File: config.mk
export PLATFORM = sky130hd
export DESIGN_NAME = file_head_type_sniffer
export DESIGN_NICKNAME = d
export VERILOG_FILES = /design/src/rtl/fhts_pkg.sv /design/src/rtl/file_head_type_sniffer.sv
export SDC_FILE = /design/constraint.sdc
export NUM_CORES = 1
export LEC_CHECK = 0
export BUFFER_PORTS_ARGS = -buffer_cell sky130_fd_sc_hd__buf_2
export CAP_MARGIN = 5
export CORE_MARGIN = 2
export CORE_UTILIZATION = 39
export CTS_BUF_LIST = sky130_fd_sc_hd__clkbuf_4 sky130_fd_sc_hd__clkbuf_8 sky130_fd_sc_hd__clkbuf_16
export CTS_CLUSTER_DIAMETER = 200
export DETAILED_ROUTE_END_ITERATION = 7
export HOLD_SLACK_MARGIN = 0.03
export PLACE_DENSITY_LB_ADDON = 0.3
export SLEW_MARGIN = 20
export SYNTH_ARGS = -nofsm -noshare
export SYNTH_HDL_FRONTEND = slang
export SYNTH_SLANG_ARGS = --single-unit
export TNS_END_PERCENT = 30
File: constraint.sdc
create_clock -name i_clk -period 4.47 [get_ports i_clk]
set_input_delay 0 -clock i_clk [delete_from_list [all_inputs] [get_ports i_clk]]
set_output_delay 0 -clock i_clk [all_outputs]
set_load 0.02 [all_outputs]
File: src/rtl/fhts_pkg.sv
package fhts_pkg;

    localparam int STORE_DEPTH  = 12;
    localparam int WINDOW_DEPTH = 5;

    typedef enum logic [3:0] {
        FT_INVALID = 4'd0,
        FT_FLAC    = 4'd1,
        FT_M4A     = 4'd2,
        FT_MP4     = 4'd3,
        FT_MP3     = 4'd4,
        FT_OGG     = 4'd5,
        FT_JSON    = 4'd6,
        FT_HTML    = 4'd7,
        FT_TEXT    = 4'd8
    } t_file_type;

    typedef logic [7:0] t_byte;

    localparam logic [31:0] MAGIC_FLAC = "fLaC";
    localparam logic [31:0] MAGIC_FTYP = "ftyp";
    localparam logic [31:0] BRAND_M4A  = "M4A ";
    localparam logic [31:0] BRAND_M4B  = "M4B ";
    localparam logic [23:0] MAGIC_ID3  = "ID3";
    localparam logic [31:0] MAGIC_OGG  = "OggS";
    localparam logic [39:0] TAG_HTML   = "<html";
    localparam logic [39:0] TAG_DOC    = "<!doc";
    localparam t_byte       SYNC_BYTE  = 8'hff;
    localparam logic [2:0]  SYNC_TOP   = 3'b111;

    function automatic logic is_space_byte(input t_byte b);
        return (b == " ") || (b == 8'h09) || (b == 8'h0d) || (b == 8'h0a);
    endfunction

    function automatic logic is_printable_byte(input t_byte b);
        return ((b >= 8'd32) && (b <= 8'd126)) || (b == 8'h0d) || (b == 8'h0a)
            || (b == 8'h09);
    endfunction

    function automatic t_byte to_lower_byte(input t_byte b);
        return ((b >= "A") && (b <= "Z")) ? (b + 8'd32) : b;
    endfunction

endpackage

File: src/rtl/file_head_type_sniffer.sv
// A last item's input transfer and the earliest transfer of its result on m_axis are
// separated by the input register, then the result register, which drives tvalid.
// Throughput: one byte per cycle unless a last byte waits on a stalled result; each byte
// only updates small counters, flags, the 5-byte markup window and the 12-byte head store
// between the input and result registers. A result stalled on m_axis holds off further input
// only once the next last byte reaches the input register. Reset (i_rst_n low, synchronous)
// empties both registers and clears all counters and flags; after each result they clear again.
module file_head_type_sniffer
    import fhts_pkg::*;
#(
    parameter int HEAD_BYTES = 64
) (
    input  logic       i_clk,
    input  logic       i_rst_n,
    input  logic       s_axis_tvalid,
    output logic       s_axis_tready,
    input  logic [7:0] s_axis_tdata,   // [7:0] data_byte
    input  logic       s_axis_tuser,   // [0] byte_valid
    input  logic       s_axis_tlast,   // last_item
    output logic       m_axis_tvalid,
    input  logic       m_axis_tready,
    output logic [7:0] m_axis_tdata    // [3:0] file_type, [7:4] zero
);

    localparam int CNT_W = $clog2(HEAD_BYTES + 1);
    localparam int FIL_W = $clog2(WINDOW_DEPTH + 1);

    // input register
    logic       r_in_valid;
    t_byte      r_in_byte;
    logic       r_in_bvalid;
    logic       r_in_last;

    // per-file state
    logic [CNT_W-1:0] r_cnt, n_cnt;
    logic [CNT_W-1:0] r_prt, n_prt;
    logic [FIL_W-1:0] r_fill, n_fill;
    logic             r_space_done, n_space_done;
    logic             r_zero, n_zero;
    t_byte            r_hdr [STORE_DEPTH];
    t_byte            n_hdr [STORE_DEPTH];
    t_byte            r_win [WINDOW_DEPTH];
    t_byte            n_win [WINDOW_DEPTH];

    // result register
    logic       r_out_valid;
    t_file_type r_out_type;
    t_file_type n_type;

    logic consume;
    logic take;
    logic fin;

    assign consume = r_in_valid && (!r_in_last || !r_out_valid || m_axis_tready);
    assign s_axis_tready = !r_in_valid || consume;
    assign take = consume && r_in_bvalid && (r_cnt < CNT_W'(HEAD_BYTES));
    assign fin = consume && r_in_last;

    always_comb begin
        n_cnt        = r_cnt;
        n_prt        = r_prt;
        n_fill       = r_fill;
        n_space_done = r_space_done;
        n_zero       = r_zero;
        n_hdr        = r_hdr;
        n_win        = r_win;
        if (take) begin
            n_cnt = r_cnt + 1'b1;
            for (int k = 0; k < STORE_DEPTH; k++) begin
                if (r_cnt == CNT_W'(k)) begin
                    n_hdr[k] = r_in_byte;
                end
            end
            if (!r_space_done) begin
                if (!is_space_byte(r_in_byte)) begin
                    n_space_done = 1'b1;
                    n_win[0]     = r_in_byte;
                    n_fill       = FIL_W'(1);
                end
            end else if (r_fill < FIL_W'(WINDOW_DEPTH)) begin
                for (int k = 0; k < WINDOW_DEPTH; k++) begin
                    if (r_fill == FIL_W'(k)) begin
                        n_win[k] = r_in_byte;
                    end
                end
                n_fill = r_fill + 1'b1;
            end
            if (r_in_byte == 8'd0) begin
                n_zero = 1'b1;
            end else if (is_printable_byte(r_in_byte)) begin
                n_prt = r_prt + 1'b1;
            end
        end
    end

    // classification on the state after the final byte
    logic [CNT_W+2:0] prt_x5;
    logic [CNT_W+2:0] cnt_x4;
    logic [39:0]      win_low;

    always_comb begin
        prt_x5  = {1'b0, n_prt, 2'b00} + {3'b000, n_prt};
        cnt_x4  = {1'b0, n_cnt, 2'b00};
        win_low = {to_lower_byte(n_win[0]), to_lower_byte(n_win[1]),
                   to_lower_byte(n_win[2]), to_lower_byte(n_win[3]),
                   to_lower_byte(n_win[4])};
        if ((n_cnt >= CNT_W'(4))
                && ({n_hdr[0], n_hdr[1], n_hdr[2], n_hdr[3]} == MAGIC_FLAC)) begin
            n_type = FT_FLAC;
        end else if ((n_cnt >= CNT_W'(STORE_DEPTH))
                && ({n_hdr[4], n_hdr[5], n_hdr[6], n_hdr[7]} == MAGIC_FTYP)) begin
            if (({n_hdr[8], n_hdr[9], n_hdr[10], n_hdr[11]} == BRAND_M4A)
                    || ({n_hdr[8], n_hdr[9], n_hdr[10], n_hdr[11]} == BRAND_M4B)) begin
                n_type = FT_M4A;
            end else begin
                n_type = FT_MP4;
            end
        end else if ((n_cnt >= CNT_W'(3))
                && ({n_hdr[0], n_hdr[1], n_hdr[2]} == MAGIC_ID3)) begin
            n_type = FT_MP3;
        end else if ((n_cnt >= CNT_W'(2)) && (n_hdr[0] == SYNC_BYTE)
                && (n_hdr[1][7:5] == SYNC_TOP)) begin
            n_type = FT_MP3;
        end else if ((n_cnt >= CNT_W'(4))
                && ({n_hdr[0], n_hdr[1], n_hdr[2], n_hdr[3]} == MAGIC_OGG)) begin
            n_type = FT_OGG;
        end else if ((n_fill != '0) && ((n_win[0] == "{") || (n_win[0] == "["))) begin
            n_type = FT_JSON;
        end else if ((n_fill >= FIL_W'(WINDOW_DEPTH))
                && ((win_low == TAG_HTML) || (win_low == TAG_DOC))) begin
            n_type = FT_HTML;
        end else if ((n_cnt != '0) && !n_zero && (prt_x5 > cnt_x4)) begin
            // printable > floor(8n/10) is the same as 5p > 4n
            n_type = FT_TEXT;
        end else begin
            n_type = FT_INVALID;
        end
    end

    always_ff @(posedge i_clk) begin
        if (!i_rst_n) begin
            r_in_valid <= 1'b0;
        end else if (s_axis_tready) begin
            r_in_valid <= s_axis_tvalid;
        end
    end

    always_ff @(posedge i_clk) begin
        if (s_axis_tvalid && s_axis_tready) begin
            r_in_byte   <= s_axis_tdata;
            r_in_bvalid <= s_axis_tuser;
            r_in_last   <= s_axis_tlast;
        end
    end

    always_ff @(posedge i_clk) begin
        if (!i_rst_n || fin) begin
            r_cnt        <= '0;
            r_prt        <= '0;
            r_fill       <= '0;
            r_space_done <= 1'b0;
            r_zero       <= 1'b0;
        end else begin
            r_cnt        <= n_cnt;
            r_prt        <= n_prt;
            r_fill       <= n_fill;
            r_space_done <= n_space_done;
            r_zero       <= n_zero;
        end
    end

    always_ff @(posedge i_clk) begin
        r_hdr <= n_hdr;
        r_win <= n_win;
    end

    always_ff @(posedge i_clk) begin
        if (!i_rst_n) begin
            r_out_valid <= 1'b0;
        end else if (fin) begin
            r_out_valid <= 1'b1;
        end else if (m_axis_tready) begin
            r_out_valid <= 1'b0;
        end
    end

    always_ff @(posedge i_clk) begin
        if (fin) begin
            r_out_type <= n_type;
        end
    end

    assign m_axis_tvalid = r_out_valid;
    assign m_axis_tdata  = {4'b0000, r_out_type};

`ifndef SYNTHESIS
    a_cnt_range: assert property (@(posedge i_clk) disable iff (!i_rst_n)
        (r_cnt <= CNT_W'(HEAD_BYTES)) && (r_prt <= r_cnt))
        else $error("byte or printable count out of range");

    a_fill_flag: assert property (@(posedge i_clk) disable iff (!i_rst_n)
        (r_fill <= FIL_W'(WINDOW_DEPTH)) && ((r_fill != '0) == r_space_done))
        else $error("markup window fill disagrees with leading space flag");

    a_clear_after_result: assert property (@(posedge i_clk) disable iff (!i_rst_n)
        fin |=> (r_cnt == '0) && (r_fill == '0) && !r_zero && r_out_valid)
        else $error("state not cleared or result not offered after last byte");

    a_no_overrun: assert property (@(posedge i_clk) disable iff (!i_rst_n)
        (r_out_valid && !m_axis_tready && r_in_valid && r_in_last) |-> !consume)
        else $error("result overwritten while stalled");
`endif

endmodule
# ---- After elaboration in Yosys (flattened, before gate mapping)
# Cells that the tools add are included.
dict set report word_totals {
  out_inout_bits 10
  reg_bits 171
}
dict set report op_classes {
  n_addsub 9
  n_reduce_logical 45
  eq_ne 31
  n_mux 50
  order_cmp 20
}
# cell count
set ops {}
lappend ops {{$mux 8} 24}
lappend ops {{$eq 32x31->1 const B} 5}
lappend ops {{$mux 96} 1}
lappend ops {{$eq 40x38->1 const B} 2}
lappend ops {{$mux 40} 2}
lappend ops {{$le 8x7->1 const B} 6}
lappend ops {{$add 8x6->8 const B} 5}
lappend ops {{$ge 8x7->1 const B} 5}
lappend ops {{$mux 32} 1}
lappend ops {{$eq 7x3->1 const B} 4}
lappend ops {{$eq 7x4->1 const B} 4}
lappend ops {{$mux 4} 7}
lappend ops {{$mux 7} 4}
lappend ops {{$eq 24x23->1 const B} 1}
lappend ops {{$eq 8x4->1 const B} 3}
lappend ops {{$logic_and 1x1->1} 21}
lappend ops {{$eq 8x7->1 const B} 2}
lappend ops {{$add 7x1->7 const B} 2}
lappend ops {{$eq 7x2->1 const B} 2}
lappend ops {{$ge 7x2->1 const B} 2}
lappend ops {{$logic_or 1x1->1} 13}
lappend ops {{$mux 3} 4}
lappend ops {{$add 9x7->10} 1}
lappend ops {{$gt 10x9->1} 1}
lappend ops {{other kinds (21)} 33}

# ---- Longest topological paths before layout
dict set report logic_depth {
  ltp_word 19
  mapped_depth 23
  ltp_nobuf 20
}

# ---- Worst setup path after synthesis
# OpenSTA, ideal clock, no wires.
dict set report synth_path {
  path_type {register to register}
  from {reg r_in_byte[0]}
  to {reg r_out_type[3] (data pin)}
  t_arrival_ns 3.927
  synth_period_minus_slack_ns 4.184
  required_ns 4.213
  path_stages_with_launch 22
  path_slack_ns 0.286
  path_cell_list {edfxtp_1 > clkbuf_1 > nor3b_1 > o211ai_1 > o21ai_0 > and2_1 > clkbuf_1 > nand2_1 > xnor2_1 > ha_1 > fa_1 > a21o_1 > a21oi_1 > inv_1 > a21oi_1 > nor2_1 > xnor2_1 > ha_1 > nand4_1 > o32ai_1 > o31a_1 > nor4_1}
}
# element line
set synth_rtl {}
lappend synth_rtl {{from (decl)} file_head_type_sniffer.sv:30} ;# t_byte r_in_byte;
lappend synth_rtl {{from (signal assigned)} file_head_type_sniffer.sv:150} ;# r_in_byte <= s_axis_tdata;
lappend synth_rtl {{$ge 8x6->1 or $le 8x7->1 (tied branches)} fhts_pkg.sv:36} ;# return ((b >= 8'd32) && (b <= 8'd126)) || (b == 8'h0d) || (b == 8'h0a)
lappend synth_rtl {{$logic_and 1x1->1} fhts_pkg.sv:36}
lappend synth_rtl {{$logic_or 1x1->1 (2 in series)} fhts_pkg.sv:36}
lappend synth_rtl {{$logic_or 1x1->1} fhts_pkg.sv:37} ;# || (b == 8'h09);
lappend synth_rtl {{$mux 7} file_head_type_sniffer.sv:90} ;# end else if (is_printable_byte(r_in_byte)) begin
lappend synth_rtl {{$mux 7 *} file_head_type_sniffer.sv:88} ;# if (r_in_byte == 8'd0) begin
lappend synth_rtl {{$mux 7 *} file_head_type_sniffer.sv:67} ;# if (take) begin
lappend synth_rtl {{named net n_prt[2]} file_head_type_sniffer.sv:36} ;# logic [CNT_W-1:0] r_prt, n_prt;
lappend synth_rtl {{[... 2 more ...]} --}
lappend synth_rtl {{$logic_and 1x1->1 *} file_head_type_sniffer.sv:132} ;# end else if ((n_cnt != '0) && !n_zero && (prt_x5 > cnt_x4)) begin
lappend synth_rtl {{$mux 4 *} file_head_type_sniffer.sv:132}
lappend synth_rtl {{$mux 4 *} file_head_type_sniffer.sv:129} ;# end else if ((n_fill >= FIL_W'(WINDOW_DEPTH))
lappend synth_rtl {{$mux 4 *} file_head_type_sniffer.sv:127} ;# end else if ((n_fill != '0) && ((n_win[0] == "{") || (n_win[0] == "["))) begin
lappend synth_rtl {{$mux 4 *} file_head_type_sniffer.sv:124} ;# end else if ((n_cnt >= CNT_W'(4))
lappend synth_rtl {{$mux 4 *} file_head_type_sniffer.sv:121} ;# end else if ((n_cnt >= CNT_W'(2)) && (n_hdr[0] == SYNC_BYTE)
lappend synth_rtl {{$mux 4 *} file_head_type_sniffer.sv:118} ;# end else if ((n_cnt >= CNT_W'(3))
lappend synth_rtl {{$mux 4 *} file_head_type_sniffer.sv:110} ;# end else if ((n_cnt >= CNT_W'(STORE_DEPTH))
lappend synth_rtl {{to (signal assigned)} file_head_type_sniffer.sv:189} ;# r_out_type <= n_type;
lappend synth_rtl {{to (decl)} file_head_type_sniffer.sv:47} ;# t_file_type r_out_type;
# Mark *: on every way through the listed nets, which the timed path passes. The rest lies on a longest branch.
# A chain may end at the register's enable or synchronous reset.

# ---- Worst setup path in the final report
dict set report layout_path {
  from {reg r_in_byte[1]}
  to {reg r_out_type[3] (data pin)}
}
# Same word-level chain as after synthesis.

==> results.md <==
* Outcome: completed
* DRT antenna net count at 0
* Initial Util at 40.0%
* Total number of H-tree levels at 4
* Setup violators final at 0
* Initial antenna violation count at 0
* Die ar. at 22100 um^2
* Multi-input logic area at 4290 um^2
* Router iterations before antenna repair at 4
* Power Density at 353 nW/um^2
* Worst min path class: in2reg
* Clk slew on worst S/H paths at 70 ps
* CTS max path bufs at 2
* YS warnings at 0
* Vias/cell at 5.36
* R2R cell count at 19
* Synth Area per Inst at 10.9 um^2
* Remaining DRCs at 0
* TritonCTS Sinks at 171
* IO buf count at 19
* Period utilization at 92.3%
* CP peak stage delay at 460 ps
* Die width at 149 um
* GR Util met1 at 24.1%
* First-pass GRT wire length at 30300 um
* CP Data Required Time at 4640 ps
* N_diodes at 0
* Hold wc startpoint: m_axis_tready
* P&R area growth vs syn at 14.7%
* R2R Setup Slk at 340 ps
* Clk pwr share at 42.8%
* Post-Synthesis Cell Area at 8150 um^2
* Layer with the highest usage: met2
* Row cnt at 52
* NetSw at 0.809 mW
* Top_reg_cell synth: dfxtp_1
* Netlist cell types at 82
* Starting DRT DRC Count at 390
* Post-DP HPWL at 13000 um
* Post-synthesis sequential area ratio at 43.7%
* Pint at 2.49 mW
* Clock root buffer: clkbuf_16
* Aggregate global routing overflow at 0
* Crit. End Element: flop
* Worst hold stages at 5
* Relative slew slack at 49.0%
* CP Data Arrival Time at 4300 ps
* Worst Hold Endpoint: r_prt[6]$_SDFF_PP0_
* Routed WL at 18800 um
* Clk_lat worst skew at 430 ps
* Vias in the first global route at 5673
* Max cap viols at 0
* Worst Skew at 9.90 ps
* Worst setup path class: reg2reg
* FF/Latch Area at 3560 um^2
* Peak VDD IR at 0.273 mV
* Final Hold Viols at 0
* Die height at 149 um
* Max-slew violations at 0
* Highest clock rate at 242 MHz
* Clock period minus worst slack at 4130 ps
* Dpl cells at 1019
* Met2 usage at 28.5%
* CTS buffer count at 17
* Leakage at 3.89 nW
* Largest net degree at the start of global routing at 26
* Gr usage total at 17.8%
* Max stage delay cell, worst path: fa_1
* Crit path max fanout at 6
* Switching Share at 24.5%
* Least-Margin Pin Slew at 761 ps
* Core Area at 20400 um^2
* Io pins at 24
* Register bit total from synthesis at 171
* # fillers at 1918
* Nets at 830
* Comb power frac at 7.5%
* Worst R2R Start: r_in_byte[1]$_DFFE_PP_
* Crit-path cells: nor3b_2 -> o211ai_1 -> o21ai_1 -> and2_1 -> buf_4 -> xor2_1 -> ha_1 -> fa_1 -> a21o_1 -> a21oi_1 -> inv_1 -> a21oi_1 -> nor2_1 -> xnor2_1 -> ha_1 -> nand4_1 -> o32ai_2 -> o31a_1 -> nor4_1
* Startpoint Class: flop
* Total power draw at 3.30 mW
* GRT met3 Usage at 3.65%
* CTS tree: done
* Final non-filler cell total at 1072
* Post-synth EDFFs at 14
* Layout cell share with drive strength beyond 1 at 31.2%
* Routed via count at 5749
* Cells after synthesis at 746
* Synth async-reset ratio at 0%
* Routability cong. at 0.823
* R2R Path End: r_out_type[3]$_SDFFCE_PP0P_
* Seq pwr share at 49.7%
* Routed WL per cell at 17.6 um
-- state kept, by name, indices dropped and copies added (netlist names), 3 cells and up --
name and cells:
r_hdr 96, r_win 40, r_prt 7, r_out_type 4, r_in_byte 8, r_cnt 7, r_fill 3
-- cell type report --
cell class              instances  share of cell area [%]
clock buffers                  21                    5.13
clock inverters                11                   0.870
inverters                      23                   0.924
multi-input cells             507                    45.9
flip-flops and latches        171                    38.1
well taps                     270                    3.61
repair buffers                 69                    5.41
-- cells in the mapped netlist (all sizes together), types with 3 or more instances --
| master | instances | area share [%] |
|---|---|---|
| a211oi | 3 | 0.28 |
| nand3 | 22 | 1.7 |
| o2111ai | 3 | 0.32 |
| or4 | 8 | 0.78 |
| mux2i | 19 | 2.3 |
| nor4b | 7 | 1.2 |
| nand4 | 26 | 2.3 |
| a31oi | 6 | 0.46 |
| nand2 | 26 | 1.2 |
| nor4 | 15 | 1.3 |
| a21o | 6 | 0.55 |
| mux2 | 130 | 18 |
| nor2 | 42 | 2.1 |
| o211ai | 5 | 0.46 |
| nand2b | 5 | 0.38 |
| nor4bb | 3 | 0.37 |
| inv | 23 | 1.1 |
| nand3b | 6 | 0.71 |
| dfxtp | 157 | 39 |
| and4b | 5 | 0.66 |
| a21oi | 14 | 0.86 |
| or2 | 4 | 0.31 |
| nor3b | 5 | 0.46 |
| o21ai | 11 | 0.68 |
| xnor2 | 13 | 1.4 |
| or4b | 3 | 0.37 |
| buf | 19 | 1.9 |
| o22ai | 3 | 0.23 |
| nand4b | 4 | 0.43 |
| edfxtp | 14 | 5.2 |
| and3b | 4 | 0.43 |
| nor3 | 13 | 0.86 |
| clkbuf | 29 | 1.3 |
| and4 | 5 | 0.57 |
| xor2 | 5 | 0.54 |
| and2 | 6 | 0.52 |
| o31ai | 3 | 0.28 |
| ha | 26 | 4.0 |
| nor2b | 19 | 1.5 |
-- metrics by stage --
step           hold WS [ps]  setup WS (ps)  TNS [ps]  utilization (%)  area (um^2)
2_1_floorplan          98.9            286         0                -         8160
6_report                261            343         0             45.9         9350
4_1_cts                 242            236         0             45.5         9260
3_5_place_dp            184            275         0             42.0         8560
5_1_grt                 274          -29.6     -29.6             45.9         9350
3_3_place_gp            178            346         0             42.0         8560
-- power groups by stage --
stage	logic [mW]	registers (mW)	clock network [mW]
after floorplan	0.165	1.67	0
after global placement	0.228	1.67	0
after detailed placement	0.230	1.67	0
after CTS	0.240	1.64	1.44
after global routing	0.271	1.65	1.50
final	0.247	1.64	1.41
-- cells by family (layout without fill, tap and decap cells) --
| family | count (synthesis) | count (layout) | share of synthesized area [%] |
|---|---|---|---|
| and+or+nand+nor | 235 | 235 | 18.9 |
| muxes | 149 | 149 | 20.5 |
| DFF | 171 | 171 | 43.7 |
| other | 1 | 4 | 0.0460 |
| adders and majority gates | 27 | 27 | 4.24 |
| AOI/OAI and AO/OA | 74 | 74 | 6.37 |
| xor gates and xnor gates | 18 | 18 | 1.93 |
| buffers and inverters | 71 | 124 | 4.27 |
-- placed cells by master, fill, tap and decap left out, types with 5 or more instances in the layout --
cell type,netlist,final
buf_4,7,36
xnor2_1,13,12
xor2_1,5,5
buf_2,5,19
mux2_2,125,125
o21ai_0,10,9
nand4_1,22,22
a31oi_1,6,5
a21oi_1,14,14
mux2_4,5,5
nand3_1,20,20
dfxtp_1,157,157
nor3_1,12,12
nand3b_1,5,5
ha_1,26,26
or4_1,7,7
nand2_1,26,26
mux2i_1,19,19
nand2b_1,5,5
clkbuf_16,0,18
nor2_1,41,41
inv_1,23,23
dlygate4sd3_1,0,14
edfxtp_1,14,14
o211ai_1,5,5
nor2b_1,19,19
a21o_1,6,6
nor4_1,14,14
-- what timing repair did --
action / CTS / global route
endpoints found under the hold margin: 12 / 0
hold buffers: 14 / 0
buffers inserted: 0 / 7
gates resized for setup: 0 / 5
endpoints found under the setup margin: 0 / 1
-- worst max-delay path: cells and delay by family (launching register included) --
kind / cells / cell delay, ps
flip-flops: 1 / 450
XOR/XNOR: 2 / 280
AND/OR/NAND/NOR: 5 / 590
buffers and inverters: 2 / 220
adder cells (fa/ha/maj): 3 / 1000
AO/OA/AOI/OAI: 7 / 1320
-- routing by layer --
metal | vias up | share of wire (%) | wire (um)
li1 | 2825 | - | -
met4 | 0 | 1.5 | 289
met3 | 27 | 3.8 | 725
met5 | - | 0 | 0
met1 | 2812 | 49 | 9240
met2 | 85 | 46 | 8590
-- how the worst max path moves through the flow --
stage                                   to                    from  slack [ps]  cells after the start
3_5_place_dp   r_out_type[3]$_SDFFCE_PP0P_  r_in_byte[1]$_DFFE_PP_         280                     19
2_1_floorplan  r_out_type[3]$_SDFFCE_PP0P_  r_in_byte[0]$_DFFE_PP_         290                     21
6_report       r_out_type[3]$_SDFFCE_PP0P_  r_in_byte[1]$_DFFE_PP_         340                     19
4_1_cts        r_out_type[3]$_SDFFCE_PP0P_  r_in_byte[1]$_DFFE_PP_         240                     19
5_1_grt        r_out_type[3]$_SDFFCE_PP0P_  r_in_byte[1]$_DFFE_PP_         -30                     20
3_3_place_gp   r_out_type[3]$_SDFFCE_PP0P_  r_in_byte[1]$_DFFE_PP_         350                     19
Note: power is estimated with default switching activity, not from simulation.
